**src/sv/fpq_pkg.sv**
```systemverilog
// ----------------------------------------------------------------------------
// fpq_pkg: shared types and constants of the fixed-point Q-format ALU
// Operation codes, per-transaction control flags, register map and the
// word mask helper.
// ----------------------------------------------------------------------------
`default_nettype none

package fpq_pkg;

  // Widest word the mask helper covers
  localparam int MAX_WORD_W = 32;

  // Configuration port
  localparam int CFG_IDX_W = 4;
  localparam int CFG_W     = 6;
  localparam int FRAC_W    = 5;

  localparam logic [CFG_IDX_W-1:0] REG_TOTAL_WIDTH = 4'd0;
  localparam logic [CFG_IDX_W-1:0] REG_FRAC_BITS   = 4'd1;

  localparam logic [CFG_W-1:0]  TOTAL_WIDTH_RESET = 6'd32;
  localparam logic [FRAC_W-1:0] FRAC_BITS_RESET   = 5'd16;

  typedef enum logic [1:0] {
    OP_ADD = 2'd0,
    OP_SUB = 2'd1,
    OP_MUL = 2'd2,
    OP_DIV = 2'd3
  } op_t;

  // Control flags that ride along with each transaction
  typedef struct packed {
    logic is_div;
    logic neg;
    logic dz;
    logic fe;
  } meta_t;

  // Low w bits set
  function automatic logic [MAX_WORD_W-1:0] word_mask(input logic [CFG_W-1:0] w);
    logic [MAX_WORD_W-1:0] m;
    if (w >= CFG_W'(MAX_WORD_W)) begin
      m = '1;
    end else begin
      m = (MAX_WORD_W'(1) << w) - MAX_WORD_W'(1);
    end
    return m;
  endfunction

endpackage

`default_nettype wire

```
**src/sv/fpq_front.sv**
```systemverilog
// ----------------------------------------------------------------------------
// fpq_front: operand preparation, multiply and product alignment
// Three registered stages: mask and take magnitudes, multiply and form the
// dividend, align the product. Add and subtract finish in the first stage.
// ----------------------------------------------------------------------------
`default_nettype none

module fpq_front #(
  parameter int W  = 32,
  parameter int DW = 63
) (
  input  logic                       clk,
  input  logic                       rst,
  input  logic                       en,
  input  logic                       in_valid,
  input  logic [1:0]                 op,
  input  logic [W-1:0]               operand_a,
  input  logic [W-1:0]               operand_b,
  input  logic [fpq_pkg::CFG_W-1:0]  total_width,
  input  logic [fpq_pkg::FRAC_W-1:0] frac_bits,
  output logic                       valid,
  output fpq_pkg::meta_t             meta,
  output logic [DW-1:0]              dvd,
  output logic [W-1:0]               dsr,
  output logic [W-1:0]               pass
);
  import fpq_pkg::*;

  localparam int IDXW = $clog2(W);

  logic [W-1:0]     mask;
  logic [W-1:0]     a_m, b_m, ma_c, mb_c, addsub;
  logic [CFG_W-1:0] wm1;
  logic [IDXW-1:0]  sidx;
  logic             sa, sb, fe_c;
  op_t              op_c;

  // Stage 1 registers
  logic         v1;
  op_t          op1;
  logic [W-1:0] ma1, mb1, pass1;
  logic         neg1, dz1, fe1;

  // Stage 2 registers
  logic          v2;
  op_t           op2;
  logic [2*W-1:0] prod2;
  logic [DW-1:0] dvd2;
  logic [W-1:0]  mb2, pass2;
  logic          neg2, dz2, fe2;

  // Mask operands, take signs and magnitudes
  always_comb begin
    op_c   = op_t'(op);
    mask   = W'(word_mask(total_width));
    fe_c   = (total_width == '0) || (total_width > CFG_W'(W)) ||
             ({1'b0, frac_bits} >= total_width);
    a_m    = operand_a & mask;
    b_m    = operand_b & mask;
    wm1    = total_width - CFG_W'(1);
    sidx   = wm1[IDXW-1:0];
    sa     = a_m[sidx];
    sb     = b_m[sidx];
    ma_c   = sa ? ((~a_m + W'(1)) & mask) : a_m;
    mb_c   = sb ? ((~b_m + W'(1)) & mask) : b_m;
    addsub = (op_c == OP_ADD) ? ((a_m + b_m) & mask) : ((a_m - b_m) & mask);
  end

  // Valid bits of the three stages
  always_ff @(posedge clk) begin
    if (rst) begin
      v1    <= 1'b0;
      v2    <= 1'b0;
      valid <= 1'b0;
    end else if (en) begin
      v1    <= in_valid;
      v2    <= v1;
      valid <= v2;
    end
  end

  // Payload of the three stages
  always_ff @(posedge clk) begin
    if (en) begin
      op1   <= op_c;
      ma1   <= ma_c;
      mb1   <= mb_c;
      pass1 <= addsub;
      neg1  <= sa ^ sb;
      dz1   <= (op_c == OP_DIV) && (b_m == '0) && !fe_c;
      fe1   <= fe_c;

      op2   <= op1;
      prod2 <= (2*W)'(ma1) * (2*W)'(mb1);
      dvd2  <= DW'(ma1) << frac_bits;
      mb2   <= mb1;
      pass2 <= pass1;
      neg2  <= neg1;
      dz2   <= dz1;
      fe2   <= fe1;

      pass        <= (op2 == OP_MUL) ? (W'(prod2 >> frac_bits) & mask) : pass2;
      dvd         <= dvd2;
      dsr         <= mb2;
      meta.is_div <= (op2 == OP_DIV);
      meta.neg    <= neg2 && ((op2 == OP_MUL) || (op2 == OP_DIV));
      meta.dz     <= dz2;
      meta.fe     <= fe2;
    end
  end

endmodule

`default_nettype wire

```
**config.mk**
```make
export PLATFORM = sky130hd
export DESIGN_NAME = fpq_front
export DESIGN_NICKNAME = d
export VERILOG_FILES = /design/src/sv/fpq_pkg.sv /design/src/sv/fpq_front.sv
export SDC_FILE = /design/constraint.sdc
export NUM_CORES = 2
export LEC_CHECK = 0
export BUFFER_PORTS_ARGS = -buffer_cell sky130_fd_sc_hd__buf_4
export CAP_MARGIN = 20
export CORE_MARGIN = 2
export CORE_UTILIZATION = 53
export DETAILED_ROUTE_END_ITERATION = 10
export HOLD_SLACK_MARGIN = 0.12
export PLACE_DENSITY_LB_ADDON = 0.2
export SLEW_MARGIN = 25
export SYNTH_ARGS = -nofsm -noshare
export SYNTH_HDL_FRONTEND = slang
export SYNTH_SLANG_ARGS = --single-unit
```
**constraint.sdc**
```tcl
create_clock -name clk -period 7.6 [get_ports clk]
set_input_delay 0.76 -clock clk [delete_from_list [all_inputs] [get_ports clk]]
set_output_delay 0.76 -clock clk [all_outputs]
set_load 0.02 [all_outputs]
```
# [Word-level counts from Yosys, hierarchy flattened]
# Index checks and enable logic that the tools add are counted.
[word_totals] register_bits=431 latch_bits=0 mem_bits_rw=0 romBits=0 inputBits=81 out_inout_bits=132 word_cells=71 n_memories=0
[classes] addsub=6 multipliers=1 div=0 n_lt_le_gt_ge=4 eq_ne=3 shift=3 muxes=9 bitwise_logic=10 reduce_logical=10
[ops] operator="bitwise AND 32 bit" count=7
[ops] operator="2-to-1 mux 32 bit" count=5
[ops] operator="adder 32 x 1 -> 32 bit (second input constant)" count=2
[ops] operator="multiplier 32 x 32 -> 64 bit" count=1
[ops] operator="NOT 32 bit" count=2
[ops] operator=">> shifter 64 x 5 -> 32 bit" count=1
[ops] operator="left shift 32 x 5 -> 63 bit" count=1
[ops] operator="adder 32 bit" count=1
[ops] operator="logical NOT 32 bit" count=1
[ops] operator="left shift 1 x 6 -> 32 bit (first input constant)" count=1
[ops] operator="subtractor 32 x 2 -> 32 bit (second input constant)" count=1
[ops] operator="subtractor 32 bit" count=1
[ops] operator="binary-select mux 1 bit (select 5 bit)" count=2
[ops] operator="== test 2 bit (second input constant)" count=3
[ops] operator="greater-or-equal comparator 5 x 6 -> 1 bit" count=1
[ops] operator="greater-or-equal comparator 6 bit (second input constant)" count=1
[ops] operator="> comparator 6 bit (second input constant)" count=1
[ops] operator="logical NOT 6 bit" count=1
[ops] operator="less-than comparator 5 x 6 -> 1 bit (second input constant)" count=1
[ops] operator="subtractor 5 x 1 -> 5 bit (second input constant)" count=1
[ops] operator="logical AND 1 bit" count=3
[ops] operator="logical OR 1 bit" count=3
[ops] operator="logical NOT 2 bit" count=1
[ops] operator="2-to-1 mux 1 bit" count=2
[ops] operator="other kinds (2)" count=2

# [Longest topological paths before layout]
[logic_depth] word_depth=8 ltp_mapped=29 ltp_nobuf=27

# [Worst setup path after synthesis]
# Ideal clock, no wire load.
[synth_timing] path_type="flip-flop to flip-flop" from="register ma1[23]" to="register prod2[59], data pin" setup_ns=0.263 t_arrival_ns=7.063 required_time_ns=7.337 slack_ns=0.275 path_stages_with_launch=27 n_path_buf=3 synth_period_minus_slack_ns=7.325 path_cell_list="edfxtp_1 > clkbuf_1 > clkbuf_1 > nand2_1 > fa_1 > fa_1 > fa_1 > fa_1 > inv_1 > fa_1 > inv_1 > fa_1 > fa_1 > fa_1 > inv_1 > ha_1 > clkbuf_1 > inv_1 > nor3_1 > nand2_1 > a211oi_1 > o31ai_1 > o21ai_0 > a31oi_1 > o21ai_0 > a311oi_1 > xnor2_1"
[synth_via] elab_chain_len=1
[synth_lines] item="start, declared" line_no="fpq_front.sv:41" source="logic [W-1:0] ma1, mb1, pass1;"
[synth_lines] item="start signal, assigned" line_no="fpq_front.sv:86" source="ma1 <= ma_c;"
[synth_lines] item="multiplier 32 x 32 -> 64 bit" line_no="fpq_front.sv:94" source="prod2 <= (2*W)'(ma1) * (2*W)'(mb1);"
[synth_lines] item="end signal, assigned" line_no="fpq_front.sv:94"
[synth_lines] item="end, declared" line_no="fpq_front.sv:47" source="logic [2*W-1:0] prod2;"
# Every way passes these cells.
# A chain may end at the register's enable or synchronous reset.

# [Worst setup path after layout]
[layout_timing] from="register ma1[12]" to="register prod2[58], data pin"
# The elaborated chain is that of the path after synthesis.

==> flow_summary.yaml <==
outcome:
  status: "complete, but fails checks"
  violations: "setup timing"
sta:
  setup_tns_ns: -0.01796
  worst_pin_slew_ns: 1.089
  finalCriticalPeriod_ns: 7.607
  rsz0062_at_grt: "true"
  fin_crit_sh_pct: 100.1
  setup_viol: 3
  worst_slack_ns: -0.007398
  clock.fmax_mhz: 131.5
  hold_viol: 0
  slew_viol_final: 0
  skew_ns: 0.05802
  slew_headroom_pct: 27.38
min_path:
  holdPathEnd: "v1"
  min-delay-start: "rst"
  min_path_cells: 2
  min_path_type: "in -> reg"
clocking:
  path_clk_slew_ns: 0.06
  cts_sinks: 430
  numCtsBuffers: 49
  insertion_delay_ns: 0.65
  cts_tree: "yes"
  ctsRootBufferMaster: "clkbuf_16"
  clock_path_buffers: 3
  htreeDepth: 2
  holdBufCountCts: 0
cells_and_area:
  multi_input_area_mm2: 0.04072
  syn2layout_area_growth_pct: 14.73
  n_fill_cell: 9165
  finalNetCount: 7556
  register_area_mm2: 0.01288
  drive_above_1_share_pct: 15.03
  finalNonFillerCells: 7736
logic_synthesis:
  synth_cell_type_count: 92
  synth_edf_count: 427
  avgSynthCellArea_um2: 9.793
  synth_cells: 5915
  ys_seq_elements: 430
  synthArstFlopShare_pct: 0
  synth_area_mm2: 0.05792
  ys.flop_type: "edfxtp_1"
  yosys_warnings: 0
  synthesis.nets: 7193
  ys_seq_area_share_pct: 22.24
critical_path:
  r2r_end: "prod2[58]"
  worst-path-max-fanout: 8
  crit_type: "reg -> reg"
  regToRegStartpoint: "ma1[12]"
  cp-end-kind: "flip-flop"
  r2r_slack_ns: -0.007
  cp-start-kind: "flip-flop"
  crit_arrival_ns: 7.95
  reg2regPathDepth: 26
  required_ns: 7.95
global_routing:
  grt_use_total_pct: 32.13
  grt_overflow: 0
  grt_pass1_vias: 46350
  grt_pass1_wl_um: 274500
  antenna_found_initial: 8
  grt_max_degree: 182
placed_design:
  pre_cts_slack_ns: -0.3145
  gp_congestion: 0.9685
  portBuffers: 212
  placed_cells: 7620
  dp_hpwl_um: 143600
routing:
  drt_pass1_iterations: 6
  final_antenna_net_count: 0
  avgRoutedWirePerCell_um: 22.82
  drc: 0
  routed_wl_um: 176600
  vias_per_cell: 5.776
  vias: 44690
  initialDrtViolationCount: 3687
floorplanning:
  start_util_pct: 53.29
  core_mm2: 0.1087
  die_h_um: 334.6
  die_w_um: 334.6
  die_area_mm2: 0.1120
  fp-row-count: 121
  ios: 213
job:
  cap_violations: 0
[layer usage]
metal	share of wire [%]	vias up	GRT usage, %	wire length, µm
met5	0.035	-	0	62
met4	5.2	8	13.88	9257
met3	6.1	386	3.741	10740
met2	49	1683	54.22	85970
met1	40	22760	42.08	70540
li1	-	19850	-	-
[layout by cell type, fill, tap and decap left out, drive strengths merged, types with 37 or more instances in the layout]
cell type  netlist  layout
a21o            44      44
a21oi          156     156
and2           585     585
and3            37      37
buf             45     656
clkbuf         300      58
edfxtp         427     427
fa             896     896
ha             301     301
inv            920     922
mux2            64      64
mux2i          112     112
mux4            59      59
nand2          769     769
nand3           56      56
nor2           251     251
nor3            78      78
o21ai          173     173
o31ai           43      43
xnor2           78      78
xor2            49      49
[repair_timing]
action	in CTS	in global routing
setup buffers	11	9
cloned	2	0
endpoints found under the setup margin	16	23
gates resized for setup	52	70
pin swaps	51	55
[kinds of logic after synthesis]
logic type,after synthesis,synth area share (%)
simple gates,1969,16.86
mux,235,5.474
buf+inv,1267,8.265
xor+xnor,127,1.920
flops,430,22.24
compound gates,690,7.772
fa+ha+maj,1197,37.47
[state kept, by name (all words and copies together) (netlist names), 2 cells and up]
name	flops
ma1	32
dvd	63
pass2	32
pass1	32
pass	32
mb2	32
dsr	32
dvd2	63
prod2	63
op2	2
op1	2
mb1	32
meta	4
[cells in the mapped netlist (23+ instances only)]
library cell	number	area share [%]
xor2_1	49	0.74
a21o_1	44	0.57
mux2_1	26	0.51
mux2_2	38	0.74
and3_1	37	0.40
ha_1	301	6.5
a21oi_1	156	1.3
nand3_1	55	0.48
mux4_2	59	2.3
a211oi_1	35	0.45
nor2_1	251	1.6
nand2b_1	32	0.35
nor2b_1	29	0.31
a31oi_1	32	0.35
mux2i_1	112	1.9
o31ai_1	40	0.52
or3_1	23	0.25
clkbuf_1	300	1.9
inv_1	915	5.9
o211ai_1	27	0.35
o22ai_1	23	0.25
and2_1	585	6.3
fa_1	896	31
nand2_1	769	5.0
nor3_1	77	0.67
edfxtp_1	427	22
buf_1	30	0.19
xnor2_1	78	1.2
o21ai_0	151	1.3
[worst max-delay path, cell delays in order (launching register included)]
cell and delay, ns:
edfxtp_1 0.45, buf_12 0.15, buf_16 0.13, nand2_1 0.07, fa_1 0.53, inv_1 0.05
fa_1 0.49, inv_1 0.07, fa_1 0.45, fa_1 0.52, fa_1 0.52, fa_2 0.56
fa_2 0.48, fa_1 0.52, inv_1 0.07, ha_4 0.27, buf_4 0.13, nand4_1 0.10
a21oi_2 0.19, buf_4 0.16, nand4_1 0.18, o2111ai_4 0.31, nand2_4 0.10, o31a_1 0.36
a31oi_1 0.21, a21oi_1 0.11, xnor2_1 0.14
[metrics by stage]
stage	utilization, %	area [µm²]	hold WS, ns
6_report	61.13	66450	0.2920
5_1_grt	61.13	66450	0.2703
4_1_cts	60.80	66090	0.2580
3_5_place_dp	58.86	63980	0.4045
3_3_place_gp	58.86	63980	0.4001
2_1_floorplan	-	57920	0.4003
[worst max-delay path by stage]
stage,endpoint,cells past startpoint,startpoint,slack [ns]
global placement,prod2[60],26,ma1[14],-0.26
floorplan,prod2[59],26,ma1[23],0.27
detailed placement,prod2[58],26,ma1[27],-0.31
CTS,prod2[61],25,ma1[15],-0.04
finish,prod2[58],26,ma1[12],-0.007
global route,prod2[58],26,ma1[12],-0.23
[final cells by class]
type                            instances  share of cell area (%)
Multi-Input combinational cell       4218                   61.27
Sequential cell                       430                   19.39
Timing Repair Buffer                  657                   8.859
Inverter                              922                   5.210
Tap cell                             1414                   2.662
Clock buffer                           58                   1.956
Clock inverter                         34                  0.6477
Antenna cell                            3                 0.01130
Power is left out: the tool's default activity adds up to more than one toggle a clock period on the data nets, which glitch-free logic cannot reach.
