[config.mk]
export PLATFORM = sky130hd
export DESIGN_NAME = fpq_div_cell
export DESIGN_NICKNAME = d
export VERILOG_FILES = /design/src/sv/fpq_pkg.sv /design/src/sv/fpq_div_cell.sv
export SDC_FILE = /design/constraint.sdc
export NUM_CORES = 1
export LEC_CHECK = 0
export BUFFER_PORTS_ARGS = -buffer_cell sky130_fd_sc_hd__buf_2
export CAP_MARGIN = 5
export CORE_AREA = 2 2 154 156
export CTS_CLUSTER_DIAMETER = 100
export DETAILED_ROUTE_END_ITERATION = 10
export DIE_AREA = 0 0 156 158
export GPL_ROUTABILITY_DRIVEN = 0
export GPL_TIMING_DRIVEN = 0
export PLACE_DENSITY = 0.65
export SLEW_MARGIN = 20
export SYNTH_ARGS = -nofsm -noshare
export SYNTH_HDL_FRONTEND = slang
export SYNTH_SLANG_ARGS = --single-unit
[constraint.sdc]
create_clock -name clk -period 3.33 [get_ports clk]
set_clock_uncertainty 0.15 [all_clocks]
set_input_delay 0.4995 -clock clk [delete_from_list [all_inputs] [get_ports clk]]
set_output_delay 0.4995 -clock clk [all_outputs]
set_load 0.02 [all_outputs]
[src/sv/fpq_pkg.sv]
// ----------------------------------------------------------------------------
// fpq_pkg: shared types and constants of the fixed-point Q-format ALU
// Operation codes, per-transaction control flags, register map and the
// word mask helper.
// ----------------------------------------------------------------------------
`default_nettype none

package fpq_pkg;

  // Widest word the mask helper covers
  localparam int MAX_WORD_W = 32;

  // Configuration port
  localparam int CFG_IDX_W = 4;
  localparam int CFG_W     = 6;
  localparam int FRAC_W    = 5;

  localparam logic [CFG_IDX_W-1:0] REG_TOTAL_WIDTH = 4'd0;
  localparam logic [CFG_IDX_W-1:0] REG_FRAC_BITS   = 4'd1;

  localparam logic [CFG_W-1:0]  TOTAL_WIDTH_RESET = 6'd32;
  localparam logic [FRAC_W-1:0] FRAC_BITS_RESET   = 5'd16;

  typedef enum logic [1:0] {
    OP_ADD = 2'd0,
    OP_SUB = 2'd1,
    OP_MUL = 2'd2,
    OP_DIV = 2'd3
  } op_t;

  // Control flags that ride along with each transaction
  typedef struct packed {
    logic is_div;
    logic neg;
    logic dz;
    logic fe;
  } meta_t;

  // Low w bits set
  function automatic logic [MAX_WORD_W-1:0] word_mask(input logic [CFG_W-1:0] w);
    logic [MAX_WORD_W-1:0] m;
    if (w >= CFG_W'(MAX_WORD_W)) begin
      m = '1;
    end else begin
      m = (MAX_WORD_W'(1) << w) - MAX_WORD_W'(1);
    end
    return m;
  endfunction

endpackage

`default_nettype wire

[src/sv/fpq_div_cell.sv]
// ----------------------------------------------------------------------------
// fpq_div_cell: one restoring division cell
// Brings down one dividend bit, trial-subtracts the divisor and shifts one
// quotient bit in, then hands everything to the next cell.
// ----------------------------------------------------------------------------
`default_nettype none

module fpq_div_cell #(
  parameter int W  = 32,
  parameter int DW = 63
) (
  input  logic           clk,
  input  logic           rst,
  input  logic           en,
  input  logic           in_valid,
  input  fpq_pkg::meta_t in_meta,
  input  logic [W-1:0]   in_rem,
  input  logic [DW-1:0]  in_dvd,
  input  logic [W-1:0]   in_quo,
  input  logic [W-1:0]   in_dsr,
  input  logic [W-1:0]   in_pass,
  output logic           valid,
  output fpq_pkg::meta_t meta,
  output logic [W-1:0]   rem,
  output logic [DW-1:0]  dvd,
  output logic [W-1:0]   quo,
  output logic [W-1:0]   dsr,
  output logic [W-1:0]   pass
);
  import fpq_pkg::*;

  logic [W:0]   trial;
  logic [W:0]   diff;
  logic         ge;
  logic [W-1:0] rem_next;

  // Trial subtract
  always_comb begin
    trial    = {in_rem, in_dvd[DW-1]};
    diff     = trial - {1'b0, in_dsr};
    ge       = trial >= {1'b0, in_dsr};
    rem_next = ge ? diff[W-1:0] : trial[W-1:0];
  end

  always_ff @(posedge clk) begin
    if (rst) begin
      valid <= 1'b0;
    end else if (en) begin
      valid <= in_valid;
    end
  end

  // Advance the partial remainder and quotient
  always_ff @(posedge clk) begin
    if (en) begin
      meta <= in_meta;
      rem  <= rem_next;
      dvd  <= in_dvd << 1;
      quo  <= {in_quo[W-2:0], ge};
      dsr  <= in_dsr;
      pass <= in_pass;
    end
  end

endmodule

`default_nettype wire

Yosys cells after proc, flatten, opt, wreduce, memory -nomap -nowiden
Cells that the tools add are included.
- register bits: 195
- word-level logic and storage cells: 13
- add/subtract/negate cells: 1
- $lt $le $gt $ge: 1
- muxes and demuxes: 1
- operator list (cell ; number):
    33-bit by 32-bit >= comparator with 1-bit output ; 1
    32-bit two-way mux ; 1
    32-bit subtractor ; 1

Longest topological paths before layout
Gate-level depths: netlist of run 1.
- depth in word-level cells: 2
- depth in mapped cells: 13
- depth with buffers taken out: 12

Worst setup path before layout of run 1
No wires, ideal clock.
- path kind: input-to-reg
- from: input in_dsr[7]
- to: register rem[13], data pin
- library setup time: 262 ps
- data arrival time: 3008 ps
- setup slack: -90 ps
- cell stages on the path: 12
- path buffers: 2
- path through: inv_1 > ha_1 > buf_2 > nand4_1 > or4_1 > a21oi_1 > nor3_1 > a211oi_2 > o21ai_2 > o31ai_4 > buf_4 > mux2_1
- longest elaborated chain between the ends: 2
- elaborated cells on any way between the ends: 3
- ends and longest elaborated chain (item ; line ; text):
    from (decl) ; fpq_div_cell.sv:20 ; input logic [W-1:0] in_dsr,
    32-bit subtractor / 33-bit by 32-bit >= comparator with 1-bit output (equally long branches) ; fpq_div_cell.sv:40, fpq_div_cell.sv:41 ;
    32-bit two-way mux * ; fpq_div_cell.sv:42 ; rem_next = ge ? diff[W-1:0] : trial[W-1:0];
    via rem_next[13] ; fpq_div_cell.sv:35 ; logic [W-1:0] rem_next;
    to (signal assigned) ; fpq_div_cell.sv:57 ; rem <= rem_next;
    to (decl) ; fpq_div_cell.sv:24 ; output logic [W-1:0] rem,
Mark *: on every way through the listed nets, which the timed path passes. The rest lies on a longest branch.
A chain may end at the register's enable or synchronous reset.

Worst setup path after layout of run 1
- from: input in_dsr[16]
- to: register rem[7], data pin
- longest elaborated chain between the ends: 2
- ends and longest elaborated chain (item ; line ; text):
    33-bit by 32-bit >= comparator with 1-bit output ; fpq_div_cell.sv:41 ; ge = trial >= {1'b0, in_dsr};
    32-bit two-way mux ; fpq_div_cell.sv:42 ;
    via rem_next[7] ; fpq_div_cell.sv:35 ;
The timed path passes the listed nets, and every way through them passes these cells.

==> results of run 1 <==
flip-flops by register name (all words and copies together) (netlist names):
register,cells
valid,1
dvd,62
meta,4
quo,32
dsr,32
rem,32
pass,32
placed cells by master, fill, tap and decap left out, drive strengths merged, types with 2 or more instances in the layout:
master / instances
o21ai: 17
nand4: 7
ha: 32
nand2b: 4
nand2: 27
xnor2: 16
o211ai: 4
edfxtp: 194
o21a: 6
o22ai: 2
a31oi: 5
clkinv: 7
a21o: 12
mux2: 10
inv: 45
nor2b: 2
nor2: 37
mux2i: 3
o21bai: 3
a21oi: 54
xor2: 11
a2bb2oi: 2
a211o: 2
o41ai: 2
nor4: 4
clkbuf: 22
and4: 2
nand3: 8
buf: 417
a211oi: 4
nor3: 2
o31ai: 2
worst max-delay path: cells and delay by family:
family                     cells  cell delay [ns]
AOI/OAI and AO/OA              4             0.87
adders and majority gates      1             0.26
buffers and inverters          4             0.43
muxes                          1             0.34
and+or+nand+nor                3             0.84
power groups by stage:
stage | sequential (uW) | combinational [uW] | clock (uW)
CTS | 3010 | 1200 | 2060
global placement | 3080 | 1180 | 0
global route | 3040 | 1360 | 2140
floorplan | 3380 | 381 | 0
detailed placement | 3070 | 1190 | 0
finish | 3010 | 1260 | 2010
layer usage:
layer	vias to the layer above	GRT usage
li1	2875	-
met1	2813	0.200
met2	226	0.309
met3	26	0.0504
met4	2	0.0542
met5	-	0
repair_timing:
| item | 4_1_cts | 5_1_grt |
|---|---|---|
| cloned | 0 | 1 |
| pin swaps | 2 | 6 |
| gates resized for setup | 3 | 44 |
| endpoints found under the setup margin | 33 | 32 |
| hold buffers | 0 | 0 |
| buffers inserted | 2 | 10 |
cell families (layout without fill, tap and decap cells):
kind of cell    after synthesis  count (layout)
compound gates              118             118
xor+xnor                     27              27
fa+ha+maj                    33              33
buf+inv                      56             491
flops                       195             195
mux                          13              13
other cells                   1               1
simple gates                 99              99
layout make-up:
class                   count  area (um^2)  share of cell area
clock buffers              17          425              0.0376
multi-input cells         291         2130               0.188
flip-flops and latches    195         5850               0.517
clock inverters            14          155              0.0137
inverters                  38          143              0.0126
well taps                 290          363              0.0321
plain buffers              16          134              0.0118
repair buffers            406         2110               0.187
worst max-delay path by stage:
stage / from / end / slack [ns] / depth (start not counted)
after floorplan: in_dsr[7] / rem[13]$_DFFE_PP_ / 0.003 / 12
after detailed placement: in_dsr[12] / rem[26]$_DFFE_PP_ / -0.76 / 13
after global placement: en / valid$_SDFFE_PP0P_ / -0.93 / 3
after CTS: in_dsr[15] / rem[26]$_DFFE_PP_ / 0.01 / 13
after global routing: in_dsr[16] / rem[6]$_DFFE_PP_ / -0.03 / 13
final: in_dsr[16] / rem[7]$_DFFE_PP_ / 0.1 / 13
metrics by stage:
step,hold WS [ns],setup slack (ns),std cells
2_1_floorplan,0.422,0.00329,542
3_3_place_gp,0.328,-0.928,1224
3_5_place_dp,0.346,-0.760,1225
4_1_cts,0.0507,0.00973,1256
5_1_grt,0.0561,-0.0278,1267
6_report,0.0654,0.0972,1267
==> run summary, run 1 <==
Hold Path Class - primary input to flip-flop
Crit path capture type - flip-flop
DIE HEIGHT - 158 um
Critical path class - primary input to flip-flop
Final period demand of the worst path - 3.23 ns
Post-Synth Simple-Gate Area - 0.0565
Aggregate global routing overflow - 0
Slowest cell on crit path - or4_4
TritonCTS Sinks - 195
Setup tns final - 0 ns
Cell leakage power - 0.00498 uW
Worst slew pin tran - 0.727 ns
Total power - 6280 uW
Final setup violation count - 0
Fillers - 2056
Antenna violation net count after detailed routing - 0
Final Core Density - 0.490
Via-to-Cell Ratio - 4.69
Pwr/cell area - 556 nW/um^2
Vias in the first global route - 5568
DPL Wire Length - 17600 um
Critical Path AT - 3.26 ns
WP data required - 3.36 ns
DP Area - 10500 um^2
Largest family of logic cells by synthesized area - compound AO/OA/AOI/OAI gates
Final WL - 22900 um
Outcome - complete, no violations
Clock share of power - 0.320
Combinational Power Share - 0.200
Most frequent cells after synthesis - 194 x edfxtp_1, 54 x a21oi_1, 38 x inv_1, 37 x nor2_1, 32 x ha_1
Drt wl/cell - 18.1 um
H-tree depth - 4
WHS Endpoint - valid$_SDFFE_PP0P_
Area growth, synth to finish - 39.9%
Die area - 24600 um^2
Count of state elements after synthesis - 195
Met3 WL post-DR - 1670 um
Die width - 156 um
Final hold viol count - 0
Worst-path clk slew - 0.08 ns
Sequential Power Share - 0.479
CP max FO - 6
Primary FF master, synth - edfxtp_1
Ranking of synthesized cells by area - edfxtp_1 72%, ha_1 5.0%, a21oi_1 3.3%
Hold path startpoint - rst
Top routing layer used - met5
Initial Utilization - 0.350
Cts bufs inserted - 17
Post-synth EDFFs - 194
Synth Instances - 542
Syn Nets - 774
# port buffers - 392
VDD IR-drop max - 0.000327 V
Synth Area in XOR/XNOR - 0.0293
CP cell instances - buf_4 > inv_2 > ha_4 > buf_6 > nand4_1 > or4_4 > a21oi_4 > nor3_4 > a211oi_4 > o21ai_4 > o31ai_4 > buf_6 > mux2_2
Ys async rst share - 0
Row cnt - 56
Top cell type's share of synthesized area - 0.721
Antenna violations before repair - 0
Adder-cell share of the synthesized area - 0.0520
Share of cells above drive strength 1 - 0.487
DRC errors left - 0
Worst setup SP type - primary input
Antenna cell count - 0
Tcrit/Tclk final - 0.971
First-pass DRT Iterations - 5
Net switching power - 1830 uW
Via count - 5942
R2r endpoint - valid$_SDFFE_PP0P_
Slew Viols, Final - 0
Wire length on met1 - 8910 um
Final instance area - 11300 um^2
R2r setup slk - 2.60 ns
Root Buffer - clkbuf_16
GRT Util Overall - 0.173
Slew margin rel. - 0.515
Initial DRC Count - 349
Switching Fraction - 0.291
Mapped Area - 8080 um^2
Final net count - 1197
Seq/Total Area, Yosys - 0.724
Largest net degree at the start of global routing - 106
Cell Int Power - 4450 uW
Synth Warn # - 0
Mux share of post-synthesis cell area - 0.0177
F_max - 309 MHz
Synth Area in Compound Gates - 0.0911
Most frequent CP cell - buf_6
Clock latency on the worst-skew pair - 0.43 ns
IO Pins - 395
Deepest clock path buffer count - 2
Unique masters post-synth - 49
Reg2Reg Depth - 2
Mapped Avg Cell Area - 14.9 um^2
Synth area leader - edfxtp_1
Met2 WL - 12000 um
CTS tree - done
RR Startpoint - valid$_SDFFE_PP0P_
Hold path depth - 2
First-pass GRT wire length - 32000 um
RSZ-0062 raised after global routing - yes
Worst path max stage delay - 0.59 ns
Core Region - 23100 um^2
Max cap viols - 0
Count leader, synth - edfxtp_1
No activity file was read; power rests on OpenSTA's default activity.
==> run 2, diff against run 1 <==
--- a/config.mk
+++ b/config.mk
@@ -13,3 +13,2 @@
 export DIE_AREA = 0 0 156 158
-export GPL_ROUTABILITY_DRIVEN = 0
 export GPL_TIMING_DRIVEN = 0
==> constraint.sdc (replaced) <==
create_clock -name clk -period 3.33 [get_ports clk]
set_clock_uncertainty 0.15 [all_clocks]
set_input_delay 0.1665 -clock clk [delete_from_list [all_inputs] [get_ports clk]]
set_output_delay 0.1665 -clock clk [all_outputs]
set_load 0.02 [all_outputs]
==> run 2 against run 1 <==
  * Clock-buffer cell count grew 1
  * Sequential share of layout area shrank 6.8 points
  * Hold slack lost 0.042 ns
  * Utilization grew 7.4 points
==> run summary, run 2 (synthesis gave the netlist of run 1 again) <==
CP max FO - 4
RSZ-0062 raised after global routing - no
Final WL - 25800 um
Final setup violation count - 0
Worst slew pin tran - 0.720 ns
Setup crit end - rem[30]$_DFFE_PP_
CTS tree - done
Worst path max stage delay - 0.41 ns
Initial DRC Count - 447
GRT Util Overall - 0.200
WP data required - 3.36 ns
Reg2Reg Depth - 3
RR Startpoint - valid$_SDFFE_PP0P_
Worst Slack Setup Final - 0.162 ns
Crit path capture type - flip-flop
CP delay by family, top - compound AO/OA/AOI/OAI gates
Cell leakage power - 0.00570 uW
Die width - 156 um
R2r setup slk - 2.01 ns
Die area - 24600 um^2
Pwr/cell area - 499 nW/um^2
TritonCTS Sinks - 195
Via-to-Cell Ratio - 4.65
Cts bufs inserted - 17
Hold Path Class - primary input to flip-flop
DP Area - 10400 um^2
Worst-path clk slew - 0.08 ns
Initial Utilization - 0.350
Slew Viols, Final - 0
Critical Path Stages - 13
CP cell instances - buf_2 > inv_1 > ha_1 > fa_1 > nand2b_1 > a21oi_1 > o21ai_0 > o311a_1 > a31oi_1 > a21oi_1 > o41ai_2 > xor2_1 > mux2_1
Antenna violations before repair - 2
Critical Path AT - 3.20 ns
Critical path buffers and inverters - 2
Slowest cell on crit path - o311a_1
Final period demand of the worst path - 3.17 ns
Clock latency on the worst-skew pair - 0.43 ns
Area growth, synth to finish - 61.0%
First-pass DRT Iterations - 4
Min Hold Slack - 0.0234 ns
Final hold viol count - 0
# port buffers - 392
Fillers - 1856
Row cnt - 56
Max reg flops - 62
First-pass GRT wire length - 37400 um
Antenna violation net count after detailed routing - 0
Largest net degree at the start of global routing - 108
IO Pins - 395
FF/Latch Area - 5850 um^2
Deepest clock path buffer count - 2
Slew margin rel. - 0.520
Leading cell type in the layout, fill and taps excluded - buf_2
DIE HEIGHT - 158 um
Dpl ws - -0.488 ns
H-tree depth - 4
Most frequent cells in the layout - 399 x buf_2, 194 x edfxtp_1, 193 x dlygate4sd3_1
Tcrit/Tclk final - 0.951
Via count - 6767
Final instance area - 13000 um^2
Final net count - 1381
Footprint of the multi-input gates - 2000 um^2
Share of cells above drive strength 1 - 0.388
GP Congestion - 0.856
DPL Wire Length - 17500 um
CP Launch Point - in_dvd[62]
Total power - 6500 uW
Most frequent CP cell - a21oi_1
Root Buffer - clkbuf_16
Critical path class - primary input to flip-flop
Max cap viols - 0
Outcome - complete, no violations
F_max - 316 MHz
Drt wl/cell - 17.7 um
VDD IR-drop max - 0.000281 V
R2r endpoint - valid$_SDFFE_PP0P_
Aggregate global routing overflow - 0
DRC errors left - 0
Vias in the first global route - 6884
Worst setup SP type - primary input
Biggest register - dvd
Core Region - 23100 um^2
run 2: how the worst min path moves through the flow:
stage / from / endpoint / slack, ns / cells past startpoint
floorplan: rst / valid$_SDFFE_PP0P_ / 0.09 / 1
global route: in_rem[14] / rem[15]$_DFFE_PP_ / 0.04 / 3
detailed placement: rst / valid$_SDFFE_PP0P_ / 0.18 / 2
CTS: in_rem[27] / rem[28]$_DFFE_PP_ / 0.003 / 4
finish: in_rem[27] / rem[28]$_DFFE_PP_ / 0.02 / 4
global placement: rst / valid$_SDFFE_PP0P_ / 0.18 / 2
run 2: per-layer routing:
metal  vias up  global-route usage  part of all wire
met5         -                   0            0.0023
met4         2              0.0974             0.043
met3        71              0.0627             0.069
met2       280               0.349              0.50
met1      3175               0.223              0.38
li1       3239                   -                 -
run 2: through the flow:
stage | cells | utilization | setup TNS [ns]
6_report | 1454 | 0.564 | 0
5_1_grt | 1454 | 0.564 | 0
4_1_cts | 1450 | 0.563 | 0
3_5_place_dp | 1225 | 0.453 | -12.64
3_3_place_gp | 1224 | 0.451 | -120.79
2_1_floorplan | 542 | - | 0
run 2: what timing repair did:
| item | CTS | global route |
|---|---|---|
| gates resized for setup | 0 | 1 |
| hold endpoints to repair | 192 | 0 |
| pin swaps | 1 | 1 |
| cloned | 0 | 0 |
| setup buffers | 0 | 2 |
| hold buffers | 193 | 0 |
| endpoints found under the setup margin | 4 | 25 |
run 2: final cells by class:
cell class              instances  share of cell area
plain buffers                  18             0.00721
inverters                      38              0.0110
diodes                          2            0.000385
well taps                     290              0.0279
flip-flops and latches        195               0.449
clock inverters                14              0.0139
repair buffers                588               0.303
clock buffers                  18              0.0330
multi-input cells             291               0.154
run 2: power breakdown:
| part | switching (uW) | internal [uW] |
|---|---|---|
| clock | 1050 | 1030 |
| sequential | 54.6 | 2960 |
| combinational | 810 | 581 |
run 2: worst register-to-register path: cells and delay by family, from the launching register on:
kind | cells | cell delay, ns
simple gates | 1 | 0.05
flops | 1 | 0.33
mux | 1 | 0.14
buf+inv | 1 | 0.54
